==> src/rtl/grid_dda_wall_raycast_core_assert.svh <==
// assertion macros for the ray caster back end
`ifndef GRID_DDA_WALL_RAYCAST_CORE_ASSERT_SVH
`define GRID_DDA_WALL_RAYCAST_CORE_ASSERT_SVH

// same-cycle implication, clocked on clk, off during reset
`define GDR_ASSERT_IMP(name, pre, post, msg) \
    name: assert property (@(posedge clk) disable iff (!rst_n) (pre) |-> (post)) \
        else $error(msg);

// next-cycle implication, clocked on clk, off during reset
`define GDR_ASSERT_NEXT(name, pre, post, msg) \
    name: assert property (@(posedge clk) disable iff (!rst_n) (pre) |=> (post)) \
        else $error(msg);

`endif

==> src/rtl/gdr_pkg.sv <==
// types and constants shared by the ray caster modules
`timescale 1ns / 1ps
package gdr_pkg;

    localparam int RAY_W      = 24;
    localparam int DX_W       = 18;
    localparam int SPAN_W     = 12;
    localparam int PROD_W     = 28;
    localparam int DIVIDEND_W = 42;
    localparam int DIVISOR_W  = 24;
    localparam int LH_W       = 25;
    localparam int ROW_W      = 27;
    localparam int ONE_Q10    = 1024;

    localparam logic MODE_WRITE = 1'b0;
    localparam logic MODE_CAST  = 1'b1;

    localparam logic STATUS_HIT   = 1'b0;
    localparam logic STATUS_NOHIT = 1'b1;

    localparam logic SIDE_X = 1'b0;
    localparam logic SIDE_Y = 1'b1;

    localparam logic [2:0] CFG_CAMERA_X      = 3'd0;
    localparam logic [2:0] CFG_CAMERA_Y      = 3'd1;
    localparam logic [2:0] CFG_VIEW_DIR_X    = 3'd2;
    localparam logic [2:0] CFG_VIEW_DIR_Y    = 3'd3;
    localparam logic [2:0] CFG_CAM_PLANE_X   = 3'd4;
    localparam logic [2:0] CFG_CAM_PLANE_Y   = 3'd5;
    localparam logic [2:0] CFG_HORIZON_SHIFT = 3'd6;
    localparam logic [2:0] CFG_TEXTURE_WIDTH = 3'd7;

    typedef struct packed {
        logic [14:0]        camera_x;
        logic [14:0]        camera_y;
        logic signed [15:0] view_dir_x;
        logic signed [15:0] view_dir_y;
        logic signed [15:0] cam_plane_x;
        logic signed [15:0] cam_plane_y;
        logic signed [7:0]  horizon_shift;
        logic [6:0]         texture_width;
    } cfg_t;

    typedef struct packed {
        logic       mode;
        logic [8:0] column;
        logic [9:0] cell_index;
        logic [3:0] cell_value;
    } item_t;

    typedef struct packed {
        logic valid;
        logic full;
    } q_stat_t;

    typedef struct packed {
        logic                  start;
        logic [DIVIDEND_W-1:0] dividend;
        logic [DIVISOR_W-1:0]  divisor;
    } div_req_t;

    typedef struct packed {
        logic                  busy;
        logic                  done;
        logic [DIVIDEND_W-1:0] quotient;
        logic [DIVISOR_W-1:0]  remainder;
    } div_rsp_t;

    typedef struct packed {
        logic [8:0]  out_column;
        logic        hit_status;
        logic        hit_side;
        logic [3:0]  wall_type;
        logic [15:0] wall_distance;
        logic [7:0]  span_start;
        logic [7:0]  span_end;
        logic [5:0]  texture_column;
    } result_t;

endpackage

==> src/rtl/gdr_queue.sv <==
// two-entry queue between front and back
`timescale 1ns / 1ps
module gdr_queue (
    input  logic             clk,
    input  logic             rst_n,
    input  logic             push,
    input  gdr_pkg::item_t   push_item,
    input  logic             pop,
    output gdr_pkg::item_t   head,
    output gdr_pkg::q_stat_t q_stat
);
    import gdr_pkg::*;

    item_t      slot_reg [2];
    logic       wr_ptr_reg;
    logic       rd_ptr_reg;
    logic [1:0] count_reg;

    always_ff @(posedge clk or negedge rst_n)
    begin
        if (!rst_n)
        begin
            wr_ptr_reg <= 1'b0;
            rd_ptr_reg <= 1'b0;
            count_reg  <= 2'd0;
        end
        else
        begin
            if (push)
            begin
                wr_ptr_reg <= !wr_ptr_reg;
            end
            if (pop)
            begin
                rd_ptr_reg <= !rd_ptr_reg;
            end
            if (push && !pop)
            begin
                count_reg <= count_reg + 2'd1;
            end
            else if (pop && !push)
            begin
                count_reg <= count_reg - 2'd1;
            end
        end
    end

    always_ff @(posedge clk)
    begin
        if (push)
        begin
            slot_reg[wr_ptr_reg] <= push_item;
        end
    end

    assign head         = slot_reg[rd_ptr_reg];
    assign q_stat.valid = count_reg != 2'd0;
    assign q_stat.full  = count_reg == 2'd2;

endmodule

==> config.mk <==
export PLATFORM = sky130hd
export DESIGN_NAME = gdr_queue
export DESIGN_NICKNAME = d
export VERILOG_FILES = /design/src/rtl/grid_dda_wall_raycast_core_assert.svh /design/src/rtl/gdr_pkg.sv /design/src/rtl/gdr_queue.sv
export SDC_FILE = /design/constraint.sdc
export NUM_CORES = 1
export LEC_CHECK = 0
export BUFFER_PORTS_ARGS = -buffer_cell sky130_fd_sc_hd__buf_2
export CORE_ASPECT_RATIO = 0.9
export CORE_MARGIN = 2
export CORE_UTILIZATION = 51
export DETAILED_ROUTE_END_ITERATION = 8
export GPL_TIMING_DRIVEN = 0
export PLACE_DENSITY = 0.86
export SLEW_MARGIN = 15
export SYNTH_ARGS = -nofsm -noshare
export SYNTH_HDL_FRONTEND = slang
export SYNTH_SLANG_ARGS = --single-unit
==> constraint.sdc <==
create_clock -name clk -period 2.3 [get_ports clk]
set_input_delay 0.345 -clock clk [delete_from_list [all_inputs] [get_ports clk]]
set_output_delay 0.345 -clock clk [all_outputs]
set_load 0.03 [all_outputs]
; After elaboration in Yosys (flattened, before gate mapping)
; Memory sizes are Yosys's and may differ from the RTL's.
; Cells that the tools add are included.
[op_classes]
add_sub_neg = 2
reduce_logical = 8
n_eq_ne = 1
mux = 4
[ops]
columns = operator, count
row1 = $logic_not A1 Y1, 4
row2 = $mux W2, 2
row3 = $reduce_bool A2 Y1, 2
row4 = $add A2 B1 Y2 const B, 1
row5 = $eq A2 B2 Y1 const B, 1
row6 = $logic_and A1 B1 Y1, 2
row7 = $mux W1, 2
row8 = $sub A2 B1 Y2 const B, 1
[totals]
mem_bits_rw = 48
reg_bits = 4
out_inout_bits = 26
n_memories = 1
input_bits = 28
[memory_table]
columns = name, words, word_bits, rd, rd_ports_with_merged_regs, write_ports, line
row1 = slot_reg, 2, 24, 1, 0, 1, gdr_queue.sv:14  ; item_t slot_reg [2];

; Depth between registers and ports, before layout
[depth]
ltp_word = 4
mapped_depth = 5
mapped_depth_nobuf = 5

; Least setup slack after synthesis
; No wires, ideal clock.
[synth_timing]
path_type = register to register
start = register wr_ptr_reg
end = memory slot_reg[0][0] (netlist bit), enable pin
arrival_time_ns = 1.490
setup_ns = 0.408
n_path_buf = 0
stages_incl_launch_ff = 2
slack_ns = 0.402
path_cell_list = dfrtp_1 -> nor2b_1
[synth_lines]
columns = item, line
row1 = start: declaration, gdr_queue.sv:15  ; logic wr_ptr_reg;
row2 = start signal: assignment, gdr_queue.sv:31  ; wr_ptr_reg <= !wr_ptr_reg;
row3 = end: declaration, gdr_queue.sv:14
; No word-level cell before the write port.

==> results by group <==
Critical path
  – WP buf/inv: 3
  – Worst Setup End Kind: output pin
  – WP data arrival: 1.44 ns
  – Crit path max-delay family: buffers and inverters
  – CP Data Required Time: 1.96 ns
  – Crit Path Category: reg2out
  – Worst path max stage delay: 0.38 ns
  – Slowest CP cell: dfrtp_1
  – Crit path max fanout: 10
  – Crit-path cells: buf_6 > buf_12 > mux2_4 > buf_2
  – Startpoint types: register

STA
  – Worst-Margin Slew: 1.11 ns
  – Final worst setup slack: 0.519 ns
  – Maximum achievable frequency: 561 MHz
  – Fin. Hold Viols: 0
  – Slew HR: 25.8%
  – Skew final: 0.00538 ns
  – Final period utilization: 77.4%
  – RSZ-0062 raised after global routing: false
  – Fin. max-slew vios: 0
  – Finish-stage setup viols: 0
  – Final Critical Period: 1.78 ns

Global routing
  – Routing usage on met3: 5.52%
  – Met1 Resource Use GR: 17.0%
  – Remaining Overflow, GRT: 0
  – GR Layer Usage met2: 22.6%
  – Initial antenna violation count: 0
  – Largest net degree at the start of global routing: 25
  – Vias in the first global route: 1,021
  – Global routing's busiest layer: met2
  – First-pass GRT wire length: 4660 um
  – Total Routing Usage GR: 14.2%

Clock network
  – Total setup buffers inserted after CTS: 0
  – CTS sink count: 52
  – Clk slew on worst S/H paths: 0.08 ns
  – CTS Buf Count: 5
  – Root Buffer: clkbuf_8
  – Longest Clk Path Bufs: 2
  – H-tree Lvls: 2
  – TritonCTS clock tree: built
  – Clock Latency Late Sink: 0.29 ns

Yosys
  – Share of the synthesized area in the top cell type: 71.2%
  – Cells after Synth: 91
  – Post-synthesis net count: 120
  – Area leader, netlist: edfxtp_1
  – Synth unique cells: 14
  – Yosys warnings: 0
  – Post-synthesis sequential area ratio: 76.2%
  – Synth Cell Area: 2020 um^2
  – Yosys reg bits: 52
  – Largest cells by area after synthesis: edfxtp_1 (71%), mux2_4 (14%), dfrtp_1 (4.9%)
  – Syn Area/Cell: 22.2 um^2

Floorplan
  – Die X: 70.4 um
  – Top-Level Pins: 54
  – DIE HEIGHT: 63.8 um
  – Core Box Area: 3760 um^2
  – Die ar.: 4490 um^2
  – Initial core utilization: 53.8%
  – Std-Cell Rows: 21

Placement
  – DP Wirelength: 2100 um
  – Routability congestion estimate: 0.792
  – Port Buffers: 53
  – DP Cell Count: 191
  – Pre-CTS WS: 0.498 ns

Min path
  – Min-delay worst type: in2reg

Detailed routing
  – Drt pass-1 iters: 2
  – Routed wire length: 2930 um
  – Via count: 982
  – Drt drc: 0
  – Iteration-0 DRC count of the detailed router: 66
  – Detail Route Antenna Nets: 0
  – Routed length per instance: 14.6 um
  – Via density: 4.91

Pwr
  – Total Power: 3.12 mW
  – Worst vdd ir: 0.840 mV
  – Pwr/cell area: 1270 nW/um^2
  – Pleak: 1.00 nW

Final layout
  – Antenna cell count: 0
  – Area Growth Syn to Fin: 21.3%
  – Cell Count, Final, Fillers Out: 200
  – Layout cell share with drive strength beyond 1: 57.1%
  – Max FFs per register: 48
  – Final #Nets: 182

Outcome
  – Outcome: complete, no violations

Flow run
  – MaxCap Viol Count: 0
[through the flow]
| stage | cell area [um^2] | hold WS (ns) | util [%] | setup TNS, ns |
|---|---|---|---|---|
| floorplan | 2020 | 0.0494 | - | 0 |
| detailed placement | 2360 | 0.159 | 62.9 | 0 |
| finish | 2450 | 0.230 | 65.3 | 0 |
| CTS | 2450 | 0.221 | 65.3 | 0 |
| global placement | 2350 | 0.150 | 62.4 | -4.76 |
| global route | 2450 | 0.218 | 65.3 | 0 |
[layout by cell type, fill, tap and decap left out]
cell / Yosys / final
and2_1: 1 / 1
xnor2_1: 1 / 1
dlygate4sd3_1: 0 / 1
nor2b_1: 2 / 1
or2_2: 1 / 1
dfrtp_1: 4 / 4
inv_1: 1 / 1
buf_2: 0 / 53
mux2_2: 5 / 5
buf_12: 2 / 2
nor2b_2: 0 / 1
xor2_1: 4 / 4
buf_6: 1 / 1
edfxtp_1: 48 / 48
mux2_4: 19 / 19
clkinv_1: 0 / 1
nor2_1: 1 / 1
clkbuf_1: 0 / 2
ha_1: 1 / 1
buf_8: 0 / 1
clkbuf_8: 0 / 5
[layout make-up]
class	instances	area (um^2)
Tap cell	46	57.6
Sequential cell	52	1540
Buffer	3	51.3
Timing Repair Buffer	55	290
Multi-Input combinational cell	35	429
Fill cell	273	1300
Inverter	1	3.75
Clock buffer	7	76.3
Clock inverter	1	3.75
[timing repair]
item / CTS / global route
endpoints found under the hold margin: 4 / 0
resized for setup: 0 / 0
hold buffers: 1 / 0
[where the power goes]
| group | internal (mW) | switching, mW |
|---|---|---|
| clock network | 0.212 | 0.258 |
| registers | 1.26 | 0.0680 |
| logic | 0.560 | 0.759 |
[layer usage]
layer  part of all wire (%)  wire [um]
met5                      0          0
met4                    1.3         38
met3                    8.9        262
met2                     50       1470
met1                     40       1160
[cells by family after synthesis]
kind of cell / Yosys count / synth area share [%]
buffers and inverters: 4 / 2.72
AND/OR/NAND/NOR: 5 / 1.42
flip-flops: 52 / 76.2
multiplexers: 24 / 16.9
XOR/XNOR: 5 / 2.16
adder cells (fa/ha/maj): 1 / 0.618
[cells in the mapped netlist]
cell,instances
inv_1,1
or2_2,1
mux2_4,19
xnor2_1,1
xor2_1,4
and2_1,1
nor2b_1,2
ha_1,1
buf_6,1
dfrtp_1,4
buf_12,2
mux2_2,5
edfxtp_1,48
nor2_1,1
[path summary, 6_finish.rpt]
check	start	endpoint	slack (ns)	depth (start not counted)
setup / recovery	rd_ptr_reg	head[4]	0.52	4
hold / removal	push_item[9]	slot_reg[1][9]	0.23	1
setup reg to reg	wr_ptr_reg	slot_reg[1][5]	0.62	1
hold reg to reg	count_reg[1]	count_reg[1]	0.50	1
max in group asynchronous	rst_n	rd_ptr_reg	1.81	2
min in group asynchronous	rst_n	wr_ptr_reg	0.37	2
Note: power is estimated with default switching activity, not from simulation.
