<file path="src/rtl/grid_dda_wall_raycast_core_assert.svh">
// assertion macros for the ray caster back end
`ifndef GRID_DDA_WALL_RAYCAST_CORE_ASSERT_SVH
`define GRID_DDA_WALL_RAYCAST_CORE_ASSERT_SVH

// same-cycle implication, clocked on clk, off during reset
`define GDR_ASSERT_IMP(name, pre, post, msg) \
    name: assert property (@(posedge clk) disable iff (!rst_n) (pre) |-> (post)) \
        else $error(msg);

// next-cycle implication, clocked on clk, off during reset
`define GDR_ASSERT_NEXT(name, pre, post, msg) \
    name: assert property (@(posedge clk) disable iff (!rst_n) (pre) |=> (post)) \
        else $error(msg);

`endif

</file>
<file path="src/rtl/gdr_pkg.sv">
// types and constants shared by the ray caster modules
`timescale 1ns / 1ps
package gdr_pkg;

    localparam int RAY_W      = 24;
    localparam int DX_W       = 18;
    localparam int SPAN_W     = 12;
    localparam int PROD_W     = 28;
    localparam int DIVIDEND_W = 42;
    localparam int DIVISOR_W  = 24;
    localparam int LH_W       = 25;
    localparam int ROW_W      = 27;
    localparam int ONE_Q10    = 1024;

    localparam logic MODE_WRITE = 1'b0;
    localparam logic MODE_CAST  = 1'b1;

    localparam logic STATUS_HIT   = 1'b0;
    localparam logic STATUS_NOHIT = 1'b1;

    localparam logic SIDE_X = 1'b0;
    localparam logic SIDE_Y = 1'b1;

    localparam logic [2:0] CFG_CAMERA_X      = 3'd0;
    localparam logic [2:0] CFG_CAMERA_Y      = 3'd1;
    localparam logic [2:0] CFG_VIEW_DIR_X    = 3'd2;
    localparam logic [2:0] CFG_VIEW_DIR_Y    = 3'd3;
    localparam logic [2:0] CFG_CAM_PLANE_X   = 3'd4;
    localparam logic [2:0] CFG_CAM_PLANE_Y   = 3'd5;
    localparam logic [2:0] CFG_HORIZON_SHIFT = 3'd6;
    localparam logic [2:0] CFG_TEXTURE_WIDTH = 3'd7;

    typedef struct packed {
        logic [14:0]        camera_x;
        logic [14:0]        camera_y;
        logic signed [15:0] view_dir_x;
        logic signed [15:0] view_dir_y;
        logic signed [15:0] cam_plane_x;
        logic signed [15:0] cam_plane_y;
        logic signed [7:0]  horizon_shift;
        logic [6:0]         texture_width;
    } cfg_t;

    typedef struct packed {
        logic       mode;
        logic [8:0] column;
        logic [9:0] cell_index;
        logic [3:0] cell_value;
    } item_t;

    typedef struct packed {
        logic valid;
        logic full;
    } q_stat_t;

    typedef struct packed {
        logic                  start;
        logic [DIVIDEND_W-1:0] dividend;
        logic [DIVISOR_W-1:0]  divisor;
    } div_req_t;

    typedef struct packed {
        logic                  busy;
        logic                  done;
        logic [DIVIDEND_W-1:0] quotient;
        logic [DIVISOR_W-1:0]  remainder;
    } div_rsp_t;

    typedef struct packed {
        logic [8:0]  out_column;
        logic        hit_status;
        logic        hit_side;
        logic [3:0]  wall_type;
        logic [15:0] wall_distance;
        logic [7:0]  span_start;
        logic [7:0]  span_end;
        logic [5:0]  texture_column;
    } result_t;

endpackage

</file>
<file path="src/rtl/gdr_div.sv">
// shared radix-2 restoring divider, one quotient bit per cycle
`timescale 1ns / 1ps
module gdr_div (
    input  logic              clk,
    input  logic              rst_n,
    input  gdr_pkg::div_req_t req,
    output gdr_pkg::div_rsp_t rsp
);
    import gdr_pkg::*;

    localparam int CNT_W = $clog2(DIVIDEND_W + 1);

    logic [DIVIDEND_W-1:0] quot_reg;
    logic [DIVISOR_W-1:0]  rem_reg;
    logic [DIVISOR_W-1:0]  divisor_reg;
    logic [CNT_W-1:0]      cnt_reg;
    logic                  busy_reg;
    logic                  done_reg;
    logic [DIVISOR_W:0]    trial;
    logic                  fits;

    assign trial = {rem_reg, quot_reg[DIVIDEND_W-1]};
    assign fits  = trial >= {1'b0, divisor_reg};

    always_ff @(posedge clk or negedge rst_n)
    begin
        if (!rst_n)
        begin
            busy_reg <= 1'b0;
            done_reg <= 1'b0;
            cnt_reg  <= '0;
        end
        else
        begin
            done_reg <= 1'b0;
            if (req.start)
            begin
                busy_reg <= 1'b1;
                cnt_reg  <= CNT_W'(DIVIDEND_W);
            end
            else if (busy_reg)
            begin
                cnt_reg <= cnt_reg - 1'b1;
                if (cnt_reg == CNT_W'(1))
                begin
                    busy_reg <= 1'b0;
                    done_reg <= 1'b1;
                end
            end
        end
    end

    always_ff @(posedge clk)
    begin
        if (req.start)
        begin
            quot_reg    <= req.dividend;
            rem_reg     <= '0;
            divisor_reg <= req.divisor;
        end
        else if (busy_reg)
        begin
            rem_reg  <= fits ? DIVISOR_W'(trial - {1'b0, divisor_reg})
                             : trial[DIVISOR_W-1:0];
            quot_reg <= {quot_reg[DIVIDEND_W-2:0], fits};
        end
    end

    assign rsp.busy      = busy_reg;
    assign rsp.done      = done_reg;
    assign rsp.quotient  = quot_reg;
    assign rsp.remainder = rem_reg;

endmodule

</file>
<file path="config.mk">
export PLATFORM = sky130hd
export DESIGN_NAME = gdr_div
export DESIGN_NICKNAME = d
export VERILOG_FILES = /design/src/rtl/grid_dda_wall_raycast_core_assert.svh /design/src/rtl/gdr_pkg.sv /design/src/rtl/gdr_div.sv
export SDC_FILE = /design/constraint.sdc
export NUM_CORES = 1
export LEC_CHECK = 0
export BUFFER_PORTS_ARGS = -buffer_cell sky130_fd_sc_hd__buf_2
export CAP_MARGIN = 20
export CORE_ASPECT_RATIO = 0.5
export CORE_MARGIN = 4
export CORE_UTILIZATION = 53
export CTS_CLUSTER_SIZE = 8
export DETAILED_ROUTE_END_ITERATION = 7
export GPL_ROUTABILITY_DRIVEN = 1
export GPL_TIMING_DRIVEN = 0
export PLACE_DENSITY = 0.86
export SYNTH_ARGS = -nofsm -noshare
export SYNTH_HDL_FRONTEND = slang
export SYNTH_SLANG_ARGS = --single-unit
</file>
<file path="constraint.sdc">
create_clock -name clk -period 3.36 [get_ports clk]
set_clock_uncertainty 0.05 [all_clocks]
set_input_delay 0.168 -clock clk [delete_from_list [all_inputs] [get_ports clk]]
set_output_delay 0.168 -clock clk [all_outputs]
set_load 0.005 [all_outputs]
</file>
# Yosys cells after proc, flatten, opt, wreduce, memory -nomap -nowiden
# Index checks and enable logic that the tools add are counted.
[totals]
regBits = 98
latchBits = 0
ram_bits = 0
rom_bits = 0
input_bits = 69
output_inout_bits = 68
wordCells = 22
n_memories = 0
[op_classes]
addsub = 2
n_mul = 0
div = 0
n_lt_le_gt_ge = 1
eq_ne = 1
n_shift = 0
n_mux = 11
bitwise = 0
n_reduce_logical = 1
[ops]
columns = ["operator", "n"]
rows = [
  ["$mux W42", 2],
  ["$ge A25 B24 Y1", 1],
  ["$mux W24", 1],
  ["$sub A24 B24 Y24", 1],
  ["$mux W6", 2],
  ["$eq A6 B1 Y1 const B", 1],
  ["$mux W1", 6],
  ["$sub A6 B1 Y6 const B", 1],
  ["$reduce_bool A2 Y1", 1],
]

# Logic depth before layout (Yosys ltp)
[depth]
ltp_word = 4
ltp_mapped = 12
mapped_depth_nobuf = 12

# Least setup slack after synthesis
# OpenSTA, ideal clock, no wires.
[synth_path]
path_kind = "reg-to-reg"
start = "reg divisor_reg[1]"
end = "reg quot_reg[0] (data pin)"
setup_time_ns = 0.268
t_arrival_ns = 2.160
t_required_ns = 3.042
slack_ns = 0.882
stages_incl_launch_ff = 12
n_path_buf = 1
period_less_slack_ns = 2.478
cell_sequence = "edfxtp_1 > inv_1 > ha_1 > nor2b_1 > o31a_1 > o21ai_2 > a21oi_4 > o211ai_2 > a21oi_2 > o32ai_4 > buf_2 > o21ai_0"
[synth_via]
elab_chain_cells = 3
[synth_lines]
columns = ["item", "line", "rtl"]
rows = [
  ["start: declaration", "gdr_div.sv:15", "logic [DIVISOR_W-1:0] divisor_reg;"],
  ["start signal: assignment", "gdr_div.sv:59", "divisor_reg <= req.divisor;"],
  ["$ge A25 B24 Y1", "gdr_div.sv:23", "assign fits = trial >= {1'b0, divisor_reg};"],
  ["$mux W42", "gdr_div.sv:61", "else if (busy_reg)"],
  ["$mux W42", "gdr_div.sv:55", "if (req.start)"],
  ["end signal: assignment", "gdr_div.sv:57", "quot_reg <= req.dividend;"],
  ["end signal: assignment", "gdr_div.sv:65", "quot_reg <= {quot_reg[DIVIDEND_W-2:0], fits};"],
  ["end: declaration", "gdr_div.sv:13", "logic [DIVIDEND_W-1:0] quot_reg;"],
]
# Every way passes these cells. The select of a mux whose other input is x is not followed.
# A chain may end at the register's enable or synchronous reset.

# Worst setup path after layout
# Same ends and word-level chain as after synthesis.

==> results_dict.tcl <==
set metrics [dict create \
    status "completed" \
    clk_latency_ps 340 \
    core.rowCount 25 \
    ctsHoldBuffers 25 \
    grt_pass1_vias 4243 \
    core-area_um2 9510 \
    synth_top_family_by_area "compound AO/OA/AOI/OAI gates" \
    switching_share_pct 25.3 \
    startpoint_type "register" \
    synth_compound_area_share_pct 13.1 \
    drtAntennaViolNets 0 \
    cts_tree "built" \
    path_class "reg -> reg" \
    cts_setup_buffers 0 \
    hold_viol 0 \
    drv_cap 0 \
    ys_seq_elements 98 \
    synth-xor-area-share_pct 3.87 \
    finalSetupViolCount 0 \
    async_flop_share_pct 8.16 \
    grt_max_degree 43 \
    die-height_um 78.1 \
    irDropWorstVdd_mv 0.242 \
    ctsRootBufferMaster "clkbuf_16" \
    grt_usage_pct 22.9 \
    area_delta_synth_final_pct 26.6 \
    vias 4242 \
    synth-simple-area-share_pct 9.56 \
    grt-ovfl-total 0 \
    rsz0062_at_grt "no" \
    period_needed_ps 2970 \
    place_inst 726 \
    p_clk_share_pct 35.3 \
    switching_power_w 0.000712 \
    synthCells 455 \
    routabilityCongestion 0.920 \
    tightest_slew_ps 863 \
    num_io_pins 137 \
    min_path_type "in -> reg" \
    ys_seq_area_share_pct 51.1 \
    critPathCaptureType "register" \
    netlist_area_um2 5210 \
    pwr-share-comb_pct 13.9 \
    routed_wl_mm 13.2 \
    dr.pass1.iters 5 \
    path_max_fanout 10 \
    fin_cells 767 \
    hold_ws_ps 67.1 \
    finalPower_w 0.00281 \
    synth_nets 551 \
    slew_violations 0 \
    die_w_um 148 \
    crit_required_ps 3370 \
    die_area_um2 11600 \
    dp_hpwl_mm 9.13 \
    cts_sinks 98 \
    start_util_pct 54.8 \
    via_per_inst 5.53 \
    drtIter0Drc 311 \
    relSlewSlack_pct 42.4 \
    ys_types 56 \
    seqPwrFrac_pct 50.8 \
    synth_area_per_cell_um2 11.4 \
    synthFlopType "edfxtp_1" \
    antenna_cells 0 \
    routedWlPerCell_um 17.1 \
    drive_gt1_share_pct 32.9 \
    fin_nets 723 \
    grt_pass1_wl_mm 20.9 \
    port_buffers 136 \
    clk_pin_slew_worst_paths_ps 80 \
    cts_buffers 9 \
    p_leak_nw 3.04 \
    fin_util_pct 69.4 \
    arrival_ps 2980 \
    power_density_nw_per_um2 426 \
    antenna_found_initial 0 \
    cts_max_level 3 \
    largest_reg_flops 42 \
    synth_edf_count 66 \
    cts_resized 0 \
    max_freq_mhz 336 \
    synth_adder_area_share_pct 6.63 \
    yosys_warnings 0 \
    period_share_pct 88.5 \
    synth.area.mux_share_pct 11.6 \
    drc_errors 0 \
    power.internal_w 0.00210 \
    cts_buffer_depth 2 \
    finalSetupTns_ps 0 \
]
## synth_stat cells (4+ instances only)
cell	instances	area, um2
edfxtp_1	66	1980
mux2_2	42	473
nand2_1	32	120
nor2_1	32	120
inv_1	30	113
ha_1	26	325
dfxtp_1	24	480
o21ai_0	19	95.1
a21oi_1	16	80.1
mux2i_1	13	130
xor2_1	13	114
clkbuf_1	12	45.0
nand3_1	12	60.1
a211oi_1	10	75.1
xnor2_1	10	87.6
dfrtp_1	8	200
nor3_1	8	40.0
a21o_1	7	52.6
o21a_1	7	52.6
a31oi_1	4	25.0
nand2b_1	4	25.0
nand4_1	4	25.0
nor2b_1	4	25.0
o31ai_1	4	30.0
## logic make-up (layout without fill, tap and decap cells)
logic type                 Yosys count  in the layout
AOI/OAI and AO/OA                   95             95
xor gates and xnor gates            23             23
adders and majority gates           27             27
buffers and inverters               50            227
DFF                                 98             98
muxes                               55             55
and+or+nand+nor                    107            107
## layout by cell type (no fill, tap or decap), drive strengths merged, types with 3 or more instances in the layout
master	count
buf	144
edfxtp	66
mux2	42
nand2	32
nor2	32
inv	32
ha	26
dlygate4sd3	25
dfxtp	24
o21ai	22
clkbuf	21
a21oi	18
mux2i	13
xor2	13
nand3	12
xnor2	10
a211oi	10
nor3	8
dfrtp	8
a21o	7
o21a	7
nor2b	4
nand4	4
nand2b	4
a31oi	4
o31ai	4
o211ai	4
clkinv	4
and3	3
a311oi	3
o31a	3
a32oi	3
o311ai	3
## area by class of cell
cell class / count / area [um2]
buffer: 20 / 103
sequential: 98 / 2660
clock inverter: 7 / 61.3
inverter: 30 / 113
clock buffer: 9 / 225
timing repair buffer: 161 / 931
fill: 722 / 2910
tap: 135 / 169
multi-input combinational: 307 / 2330
## per-layer routing
metal / routed length, um / global-route usage [%] / vias to the layer above
li1: - / - / 2024
met1: 5430 / 27.8 / 1996
met2: 6240 / 37.9 / 196
met3: 1220 / 8.36 / 26
met4: 264 / 8.20 / 0
met5: 0 / 0 / -
## critical path: stages (launching register included)
cell and delay [ps]:
edfxtp_1 420, inv_1 80, ha_1 230, nor2b_1 150
o31a_1 290, o21ai_2 200, a21oi_4 120, o211ai_2 200
a21oi_2 90, o32ai_4 330, buf_2 380, o21ai_0 160
## per-stage QoR
stage | setup WS (ps) | area (um2)
2_1_floorplan | 882 | 5210
3_3_place_gp | -129 | 6060
3_5_place_dp | 338 | 6060
4_1_cts | 430 | 6600
5_1_grt | 251 | 6600
6_report | 387 | 6600
## power groups by stage
stage | Combinational [W] | Sequential, W | Clock [W]
2_1_floorplan | 0.000204 | 0.00145 | 0
3_3_place_gp | 0.000347 | 0.00145 | 0
3_5_place_dp | 0.000361 | 0.00145 | 0
4_1_cts | 0.000386 | 0.00143 | 0.00101
5_1_grt | 0.000428 | 0.00144 | 0.00106
6_report | 0.000390 | 0.00143 | 0.000993
## final timing paths
check	startpoint	end	slack (ps)	cells past startpoint
setup / recovery	divisor_reg[1]	quot_reg[0]	390	11
hold / removal	req[43]	quot_reg[19]	70	2
setup reg to reg	divisor_reg[1]	quot_reg[0]	390	11
hold reg to reg	rem_reg[20]	rem_reg[20]	460	2
max in group asynchronous	rst_n	cnt_reg[1]	2940	2
min in group asynchronous	rst_n	cnt_reg[0]	140	2
No activity file was read; power rests on OpenSTA's default activity.
