--- src/rtl/grid_dda_wall_raycast_core_assert.svh ---
// assertion macros for the ray caster back end
`ifndef GRID_DDA_WALL_RAYCAST_CORE_ASSERT_SVH
`define GRID_DDA_WALL_RAYCAST_CORE_ASSERT_SVH

// same-cycle implication, clocked on clk, off during reset
`define GDR_ASSERT_IMP(name, pre, post, msg) \
    name: assert property (@(posedge clk) disable iff (!rst_n) (pre) |-> (post)) \
        else $error(msg);

// next-cycle implication, clocked on clk, off during reset
`define GDR_ASSERT_NEXT(name, pre, post, msg) \
    name: assert property (@(posedge clk) disable iff (!rst_n) (pre) |=> (post)) \
        else $error(msg);

`endif

--- src/rtl/gdr_pkg.sv ---
// types and constants shared by the ray caster modules
`timescale 1ns / 1ps
package gdr_pkg;

    localparam int RAY_W      = 24;
    localparam int DX_W       = 18;
    localparam int SPAN_W     = 12;
    localparam int PROD_W     = 28;
    localparam int DIVIDEND_W = 42;
    localparam int DIVISOR_W  = 24;
    localparam int LH_W       = 25;
    localparam int ROW_W      = 27;
    localparam int ONE_Q10    = 1024;

    localparam logic MODE_WRITE = 1'b0;
    localparam logic MODE_CAST  = 1'b1;

    localparam logic STATUS_HIT   = 1'b0;
    localparam logic STATUS_NOHIT = 1'b1;

    localparam logic SIDE_X = 1'b0;
    localparam logic SIDE_Y = 1'b1;

    localparam logic [2:0] CFG_CAMERA_X      = 3'd0;
    localparam logic [2:0] CFG_CAMERA_Y      = 3'd1;
    localparam logic [2:0] CFG_VIEW_DIR_X    = 3'd2;
    localparam logic [2:0] CFG_VIEW_DIR_Y    = 3'd3;
    localparam logic [2:0] CFG_CAM_PLANE_X   = 3'd4;
    localparam logic [2:0] CFG_CAM_PLANE_Y   = 3'd5;
    localparam logic [2:0] CFG_HORIZON_SHIFT = 3'd6;
    localparam logic [2:0] CFG_TEXTURE_WIDTH = 3'd7;

    typedef struct packed {
        logic [14:0]        camera_x;
        logic [14:0]        camera_y;
        logic signed [15:0] view_dir_x;
        logic signed [15:0] view_dir_y;
        logic signed [15:0] cam_plane_x;
        logic signed [15:0] cam_plane_y;
        logic signed [7:0]  horizon_shift;
        logic [6:0]         texture_width;
    } cfg_t;

    typedef struct packed {
        logic       mode;
        logic [8:0] column;
        logic [9:0] cell_index;
        logic [3:0] cell_value;
    } item_t;

    typedef struct packed {
        logic valid;
        logic full;
    } q_stat_t;

    typedef struct packed {
        logic                  start;
        logic [DIVIDEND_W-1:0] dividend;
        logic [DIVISOR_W-1:0]  divisor;
    } div_req_t;

    typedef struct packed {
        logic                  busy;
        logic                  done;
        logic [DIVIDEND_W-1:0] quotient;
        logic [DIVISOR_W-1:0]  remainder;
    } div_rsp_t;

    typedef struct packed {
        logic [8:0]  out_column;
        logic        hit_status;
        logic        hit_side;
        logic [3:0]  wall_type;
        logic [15:0] wall_distance;
        logic [7:0]  span_start;
        logic [7:0]  span_end;
        logic [5:0]  texture_column;
    } result_t;

endpackage

--- src/rtl/gdr_front.sv ---
// front end: config registers, word intake and classification
`timescale 1ns / 1ps
module gdr_front #(
    parameter int MAP_SIDE = 32
) (
    input  logic           clk,
    input  logic           rst_n,
    input  logic           cfg_we,
    input  logic [2:0]     cfg_index,
    input  logic [15:0]    cfg_wdata,
    output gdr_pkg::cfg_t  cfg,
    input  logic           s_tvalid,
    output logic           s_tready,
    input  logic           s_mode,
    input  logic [8:0]     s_column,
    input  logic [9:0]     s_cell_index,
    input  logic [3:0]     s_cell_value,
    input  logic           clearing,
    input  gdr_pkg::q_stat_t q_stat,
    output logic           push,
    output gdr_pkg::item_t push_item
);
    import gdr_pkg::*;

    localparam int CELL_COUNT = MAP_SIDE * MAP_SIDE;

    cfg_t cfg_reg;
    logic keep;

    always_ff @(posedge clk or negedge rst_n)
    begin
        if (!rst_n)
        begin
            cfg_reg.camera_x      <= 15'd2048;
            cfg_reg.camera_y      <= 15'd2048;
            cfg_reg.view_dir_x    <= -16'sd16384;
            cfg_reg.view_dir_y    <= 16'sd0;
            cfg_reg.cam_plane_x   <= 16'sd0;
            cfg_reg.cam_plane_y   <= 16'sd10813;
            cfg_reg.horizon_shift <= 8'sd0;
            cfg_reg.texture_width <= 7'd32;
        end
        else if (cfg_we)
        begin
            case (cfg_index)
                CFG_CAMERA_X:      cfg_reg.camera_x      <= cfg_wdata[14:0];
                CFG_CAMERA_Y:      cfg_reg.camera_y      <= cfg_wdata[14:0];
                CFG_VIEW_DIR_X:    cfg_reg.view_dir_x    <= $signed(cfg_wdata);
                CFG_VIEW_DIR_Y:    cfg_reg.view_dir_y    <= $signed(cfg_wdata);
                CFG_CAM_PLANE_X:   cfg_reg.cam_plane_x   <= $signed(cfg_wdata);
                CFG_CAM_PLANE_Y:   cfg_reg.cam_plane_y   <= $signed(cfg_wdata);
                CFG_HORIZON_SHIFT: cfg_reg.horizon_shift <= $signed(cfg_wdata[7:0]);
                CFG_TEXTURE_WIDTH: cfg_reg.texture_width <= cfg_wdata[6:0];
                default:           cfg_reg <= cfg_reg;
            endcase
        end
    end

    assign cfg = cfg_reg;

    // writes beyond the map are taken and dropped
    assign keep = (s_mode == MODE_CAST) || (32'(s_cell_index) < 32'(CELL_COUNT));

    assign s_tready             = !q_stat.full && !clearing;
    assign push                 = s_tvalid && s_tready && keep;
    assign push_item.mode       = s_mode;
    assign push_item.column     = s_column;
    assign push_item.cell_index = s_cell_index;
    assign push_item.cell_value = s_cell_value;

endmodule

--- config.mk ---
export PLATFORM = sky130hd
export DESIGN_NAME = gdr_front
export DESIGN_NICKNAME = d
export VERILOG_FILES = /design/src/rtl/grid_dda_wall_raycast_core_assert.svh /design/src/rtl/gdr_pkg.sv /design/src/rtl/gdr_front.sv
export SDC_FILE = /design/constraint.sdc
export NUM_CORES = 1
export LEC_CHECK = 0
export BUFFER_PORTS_ARGS = -buffer_cell sky130_fd_sc_hd__buf_4
export CORE_MARGIN = 4
export CORE_UTILIZATION = 25
export CTS_CLUSTER_DIAMETER = 100
export DETAILED_ROUTE_END_ITERATION = 6
export PLACE_DENSITY = 0.54
export SYNTH_ARGS = -nofsm -noshare
export SYNTH_HDL_FRONTEND = slang
export SYNTH_SLANG_ARGS = --single-unit
--- constraint.sdc ---
create_clock -name clk -period 2 [get_ports clk]
set_input_delay 0.3 -clock clk [delete_from_list [all_inputs] [get_ports clk]]
set_output_delay 0.3 -clock clk [all_outputs]
set_load 0.05 [all_outputs]
==> Word level (Yosys, flattened, before mapping) <==
Index checks and enable logic that the tools add are counted.
{ "totals": {"regBits": 109, "in_bits": 50, "out_inout_bits": 135, "word_cells": 28} }
{ "op_classes": {"eq_ne": 7, "n_reduce_logical": 13} }
{ "ops": {"columns": ["op", "n"], "rows": [
  ["2-bit AND reduction", 8],
  ["3-bit == test, second input constant", 4],
  ["3-bit by 2-bit == test with 1-bit output, second input constant", 2],
  ["3-bit by 1-bit == test with 1-bit output, second input constant", 1],
  ["3-bit logical NOT", 1],
  ["1-bit logical AND", 2],
  ["1-bit logical NOT", 2]
]} }

==> Depth between registers and ports, before layout <==
Gate-level depths: netlist of the first run.
{ "depth": {"word_depth": 3, "ltp_mapped": 5, "mapped_depth_nobuf": 2} }

==> Worst setup path after synthesis of the first run <==
OpenSTA, ideal clock, no wires.
{ "synth_path": {"path_kind": "input port to output port", "start": "in clearing", "end": "out push", "arrival_ns": 1.515, "required_time_ns": 1.700, "path_slack_ns": 0.185, "path_stages": 2, "path_buffers": 0, "path_cell_list": "nor2_1 > and2_1"} }
{ "synth_between": {"elab_chain_len": 3} }
{ "synth_rtl": {"columns": ["element", "line", "text"], "rows": [
  ["from (decl)", "gdr_front.sv:18", "input logic clearing,"],
  ["1-bit logical NOT", "gdr_front.sv:64", "assign s_tready = !q_stat.full && !clearing;"],
  ["1-bit logical AND", "gdr_front.sv:64", null],
  ["1-bit logical AND", "gdr_front.sv:65", "assign push = s_tvalid && s_tready && keep;"],
  ["to (decl)", "gdr_front.sv:20", "output logic push,"]
]} }
No other way between the ends.

==> Worst setup path in the final report of the first run <==
{ "layout_path": {"start": "reg cfg_reg (netlist bit cfg[28])", "end": "out cfg[28] in the netlist's numbering"} }
{ "layout_rtl": {"columns": ["element", "line", "text"], "rows": [
  ["from (decl)", "gdr_front.sv:27", "cfg_t cfg_reg;"],
  ["from (signal assigned)", "gdr_front.sv:54", "default: cfg_reg <= cfg_reg;"],
  ["to (decl)", "gdr_front.sv:11", "output gdr_pkg::cfg_t cfg,"]
]} }
No word-level cell between the ends.

==> results of run 1 <==
## what timing repair did
action / in CTS / in global routing
hold buffers: 1 / 0
endpoints found under the hold margin: 21 / 0
setup buffers: 0 / 0
## power breakdown
| group | switching (mW) | internal, mW | leakage, nW |
|---|---|---|---|
| sequential | 0.267 | 2.73 | 1.29 |
| combinational | 2.22 | 1.04 | 1.23 |
| clock | 0.760 | 1.01 | 0.147 |
## synthesized netlist by cell type
library cell,n
mux2_2,105
dfrtp_1,96
buf_4,26
dfstp_2,13
buf_6,9
and4bb_2,3
mux2_4,3
buf_2,2
and2_1,1
mux2_1,1
nand4_1,1
nand4b_1,1
nand4b_2,1
nand4b_4,1
nor2_1,1
nor4b_4,1
## stage by stage
step	utilization	hold WS [ps]	cell area, sq um	total power, mW	worst slack (ps)
floorplan	-	4.41	4410	5.37	185
global placement	0.318	230	5500	6.30	311
detailed placement	0.318	235	5500	6.35	239
CTS	0.336	191	5810	8.18	593
global route	0.336	205	5810	8.38	586
finish	0.336	217	5810	8.03	626
## layout make-up
cell class | count | area [sq um] | share of cell area
clock inverters | 4 | 48.8 | 0.00840
clock buffers | 12 | 246 | 0.0424
flip-flops and latches | 109 | 2740 | 0.472
well taps | 225 | 282 | 0.0485
multi-input cells | 119 | 1360 | 0.235
repair buffers | 146 | 1120 | 0.193
## cell families (layout without fill, tap and decap cells)
group | count (synthesis) | in the layout | synth area share
flip-flops | 109 | 109 | 0.622
buffers and inverters | 37 | 162 | 0.0694
multiplexers | 109 | 109 | 0.281
AND/OR/NAND/NOR | 10 | 10 | 0.0283
## routing by layer
metal  vias to the layer above  global-route usage
met1                      1308               0.136
met4                         0              0.0393
met2                        89               0.175
met3                        17              0.0461
met5                         -                   0
li1                       1151                   -
## how the worst max path moves through the flow
stage          slack (ps)           startpoint                  end
4_1_cts               590  cfg[28]$_DFFE_PN1P_              cfg[28]
6_report              630  cfg[28]$_DFFE_PN1P_              cfg[28]
2_1_floorplan         180             clearing                 push
3_5_place_dp          240         cfg_index[0]  cfg[14]$_DFFE_PN0P_
5_1_grt               590  cfg[77]$_DFFE_PN1P_              cfg[77]
3_3_place_gp          310         cfg_index[0]   cfg[9]$_DFFE_PN0P_
==> results.py, run 1 <==
metrics = {
    "status": {
        "status": "complete, no violations",
    },
    "global_routing": {
        "overflow": 0,
        "grt_first_pass_wirelength_microns": 16800,
        "grt_pass1_vias": 2799,
        "grt_max_degree": 50,
        "grt_use_total": 0.111,
        "antenna_found_initial": 0,
    },
    "power": {
        "ir_drop_uv": 592,
        "total_leakage_power_nw": 2.66,
        "p_per_area_mw_per_mm2": 1380,
    },
    "drt": {
        "drc": 0,
        "met3_wirelength_microns": 844,
        "drt-met1-wl_microns": 4460,
        "drtIter0Drc": 59,
        "ant_nets": 0,
        "routed_wl_microns": 10700,
        "wl_met2_microns": 5270,
        "num_vias": 2565,
        "wl_per_cell_microns": 17.5,
        "dr.max_layer_used": "met4",
        "detail_route.vias_per_cell": 4.17,
        "dr.pass1.iters": 4,
    },
    "cells_and_area": {
        "diodes": 0,
        "stdcell_count": 615,
        "largest_register_ffs": 109,
        "syn2layout_area_growth_pct": 31.6,
        "nNetsFinal": 435,
        "layout-drive-gt1-share": 0.733,
        "fillCellCount": 1741,
        "mostFrequentLayoutCell": "buf_4",
        "layout_common_cells": "buf_4 (143), mux2_2 (105), dfrtp_1 (96), dfstp_2 (13), clkbuf_16 (9)",
    },
    "worst_setup_path": {
        "reg2reg_depth": 1,
        "critical_path_depth": 1,
        "setup.worst_path.end_class": "output port",
        "critical_path_class": "reg2out",
        "critPathTopFamily": "flip-flops",
        "reg2reg_from": "cfg[38]$_DFFE_PN0P_",
        "crit_path_top_delay_cell": "dfstp_2",
        "startpoint_type": "register",
        "r2r_slack_ps": 1220,
        "crit_buf_inv": 1,
        "cp_data_arrival_time_ps": 1070,
        "r2r_end": "cfg[38]$_DFFE_PN0P_",
        "cp_cell_sequence": "buf_4",
        "crit_fanout": 2,
        "cpPeakStageDelay_ps": 540,
        "worstPathRequired_ps": 1700,
    },
    "hold_path": {
        "min-delay-start": "cfg_wdata[15]",
        "min_path_cells": 2,
        "hold_path_class": "in2reg",
        "hold_end": "cfg[30]$_DFFE_PN0P_",
    },
    "timing": {
        "setup_viol": 0,
        "rsz0062_at_grt": "no",
        "fmax_mhz": 728,
        "final_hold_viol_count": 0,
        "relSlewSlack": 0.607,
        "min_period_over_period": 0.687,
        "period_minus_slack_ps": 1370,
        "drv_slew": 0,
        "final.setup.tns_ps": 0,
        "worst_clock_skew_ps": 0,
        "worst_pin_slew_ps": 588,
    },
    "clock_network": {
        "cts_tree": "done",
        "cts_made_buffers": 9,
        "cts_sinks": 109,
        "clock_latency_ps": 340,
        "cts_buffer_depth": 2,
        "cts_root_buffer": "clkbuf_16",
        "clk_pin_slew_ps": 70,
        "cts_htree_levels": 3,
        "cts_resized": 0,
    },
    "synth": {
        "syn_area_sq_mm": 0.00441,
        "synth.largest_area_cell": "dfrtp_1",
        "synthTopCellsByArea": "dfrtp_1 (54%), mux2_2 (27%), dfstp_2 (7.7%)",
        "synth_fp_nets": 315,
        "synth_cells": 265,
        "ys_warn_count": 0,
        "synth.distinct_cells": 16,
        "yosysSeqAreaShare": 0.622,
        "syn_avg_cell_area_sq_um": 16.7,
        "ys_seq_elements": 109,
        "synth.top_cell.area_share": 0.544,
    },
    "floorplan": {
        "die_area_sq_mm": 0.0198,
        "rows": 48,
        "die_y_microns": 141,
        "ios": 185,
        "fp.dieW_microns": 141,
        "coreArea_sq_mm": 0.0173,
        "start_util": 0.255,
    },
    "place": {
        "place_inst": 598,
        "numPortBuffers": 135,
        "dpl.hpwl_microns": 7990,
        "finalWeightedCongestion": 0.687,
    },
    "run": {
        "maxCapViolations": 0,
    },
}
No activity file was read; power rests on OpenSTA's default activity.
==> run 2: changes to the inputs <==
==> constraint.sdc (replaced) <==
create_clock -name clk -period 1.31 [get_ports clk]
set_input_delay 0.1965 -clock clk [delete_from_list [all_inputs] [get_ports clk]]
set_output_delay 0.1965 -clock clk [all_outputs]
set_load 0.05 [all_outputs]
==> run 2 against run 1 <==
Compared with the run above:
- utilization is 1.8 points higher
- highest routed layer unchanged
- critical endpoint is now cfg[77]
- largest power group unchanged
- final area is 5.2% higher
- global-route usage rose by 0.27 points
- first-iteration DRC count grew 14%
- flip-flop and latch count did not move
- die area stayed put
- clock-buffer cell count fell by 1
- clock power is 48% higher
- power rose by 54%
- critical path type unchanged
==> results.py, run 2 (synthesis results as in run 1) <==
metrics = {
    "cells_and_area": {
        "regArea_sq_mm": 0.00274,
        "largest_register_ffs": 109,
        "finish.utilization": 0.353,
        "layout-drive-gt1-share": 0.752,
        "fillCellCount": 1686,
        "diodes": 0,
        "nNetsFinal": 448,
        "mostFrequentLayoutCell": "buf_4",
        "fin_area_sq_mm": 0.00611,
        "multi_input_area_sq_mm": 0.00146,
        "syn2layout_area_growth_pct": 38.4,
        "layout_common_cells": "buf_4 (144), dfrtp_1 (96), mux2_2 (80), mux2_4 (29), dfstp_2 (13)",
    },
    "drt": {
        "ant_nets": 0,
        "drtIter0Drc": 67,
        "wl_per_cell_microns": 17.6,
        "num_vias": 2619,
        "drc": 0,
        "dr.pass1.iters": 3,
        "routed_wl_microns": 11100,
        "detail_route.vias_per_cell": 4.17,
    },
    "clock_network": {
        "cts_sinks": 109,
        "cts_htree_levels": 3,
        "cts_tree": "done",
        "cts_root_buffer": "clkbuf_16",
        "cts_made_buffers": 9,
        "cts_buffer_depth": 2,
        "clock_latency_ps": 340,
        "clk_pin_slew_ps": 70,
        "post-cts-setup-buffer-count": 0,
    },
    "global_routing": {
        "antenna_found_initial": 0,
        "overflow": 0,
        "grt_max_degree": 61,
        "grt_first_pass_wirelength_microns": 17000,
        "grt_pass1_vias": 2807,
        "grt_use_total": 0.113,
    },
    "timing": {
        "hold_slack_ps": 104,
        "final_hold_viol_count": 0,
        "period_minus_slack_ps": 1270,
        "drv_slew": 0,
        "fmax_mhz": 786,
        "worst_pin_slew_ps": 331,
        "relSlewSlack": 0.779,
        "min_period_over_period": 0.971,
        "worst_clock_skew_ps": 0,
        "rsz0062_at_grt": "no",
        "setup_viol": 0,
    },
    "power": {
        "p_per_area_mw_per_mm2": 2020,
        "power.net_switching_mw": 5.06,
        "sw_frac_of_total": 0.409,
        "p_int_mw": 7.31,
        "total_leakage_power_nw": 2.85,
        "seq_power_share": 0.372,
        "comb_power_share": 0.416,
        "ir_drop_uv": 712,
        "power.total_mw": 12.4,
        "clkPwrFrac": 0.212,
    },
    "hold_path": {
        "hold_path_class": "in2reg",
    },
    "worst_setup_path": {
        "setup.worst_path.end_class": "output port",
        "crit_path_top_delay_cell": "dfstp_2",
        "critPathTopFamily": "flip-flops",
        "worstPathRequired_ps": 1110,
        "cp_cell_sequence": "buf_4",
        "critical_path_class": "reg2out",
        "cpPeakStageDelay_ps": 530,
        "crit_fanout": 2,
        "cp_data_arrival_time_ps": 1080,
        "startpoint_type": "register",
        "crit_buf_inv": 1,
    },
    "place": {
        "postPlaceCellArea_sq_mm": 0.00580,
        "finalWeightedCongestion": 0.687,
        "dpl.hpwl_microns": 8120,
        "numPortBuffers": 135,
    },
    "run": {
        "maxCapViolations": 0,
    },
    "floorplan": {
        "die_area_sq_mm": 0.0198,
        "fp.dieW_microns": 141,
        "start_util": 0.255,
        "ios": 185,
        "die_y_microns": 141,
        "coreArea_sq_mm": 0.0173,
        "rows": 48,
    },
    "status": {
        "status": "complete, no violations",
    },
}
-- run 2: path summary, 6_finish.rpt --
| kind | from | to | slack, ps | cells after the start |
|---|---|---|---|---|
| min in group asynchronous | rst_n | cfg[31]$_DFFE_PN0P_ | 220 | 2 |
| worst max-delay path | cfg[77]$_DFFE_PN1P_ | cfg[77] | 40 | 1 |
| worst min register to register | cfg[58]$_DFFE_PN0P_ | cfg[58]$_DFFE_PN0P_ | 510 | 1 |
| max in group asynchronous | rst_n | cfg[28]$_DFFE_PN1P_ | 480 | 3 |
| worst min-delay path | cfg_wdata[15] | cfg[30]$_DFFE_PN0P_ | 100 | 2 |
| worst max register to register | cfg[61]$_DFFE_PN0P_ | cfg[61]$_DFFE_PN0P_ | 520 | 1 |
-- run 2: power by group through the flow --
stage / registers (mW) / clock network [mW] / logic, mW
CTS: 4.61 / 2.75 / 5.20
finish: 4.60 / 2.62 / 5.15
floorplan: 7.25 / 0 / 1.06
detailed placement: 4.67 / 0 / 5.19
global placement: 4.64 / 0 / 5.14
global route: 4.71 / 2.86 / 5.34
-- run 2: what timing repair did --
item	in CTS	in global routing
setup endpoints to repair	2	2
hold buffers	1	0
hold endpoints to repair	96	0
gates resized for setup	2	2
-- run 2: layout make-up --
class | instances | area share
clock inverters | 5 | 0.00532
clock buffers | 11 | 0.0414
multi-input cells | 119 | 0.240
flip-flops and latches | 109 | 0.449
well taps | 225 | 0.0461
repair buffers | 159 | 0.219
-- run 2: stage by stage --
stage / setup TNS, ps / cells / worst slack (ps)
floorplan: -631 / 265 / -60.6
global placement: -608 / 611 / -49.1
detailed placement: -1380 / 611 / -82.8
CTS: 0 / 628 / 10.5
global route: 0 / 628 / 1.29
finish: 0 / 628 / 37.7
-- run 2: layer usage --
layer	share of wire	GRT usage	vias up
li1	-	-	1181
met1	0.43	0.146	1338
met2	0.49	0.177	83
met3	0.060	0.0305	17
met4	0.021	0.0546	0
met5	0	0	-
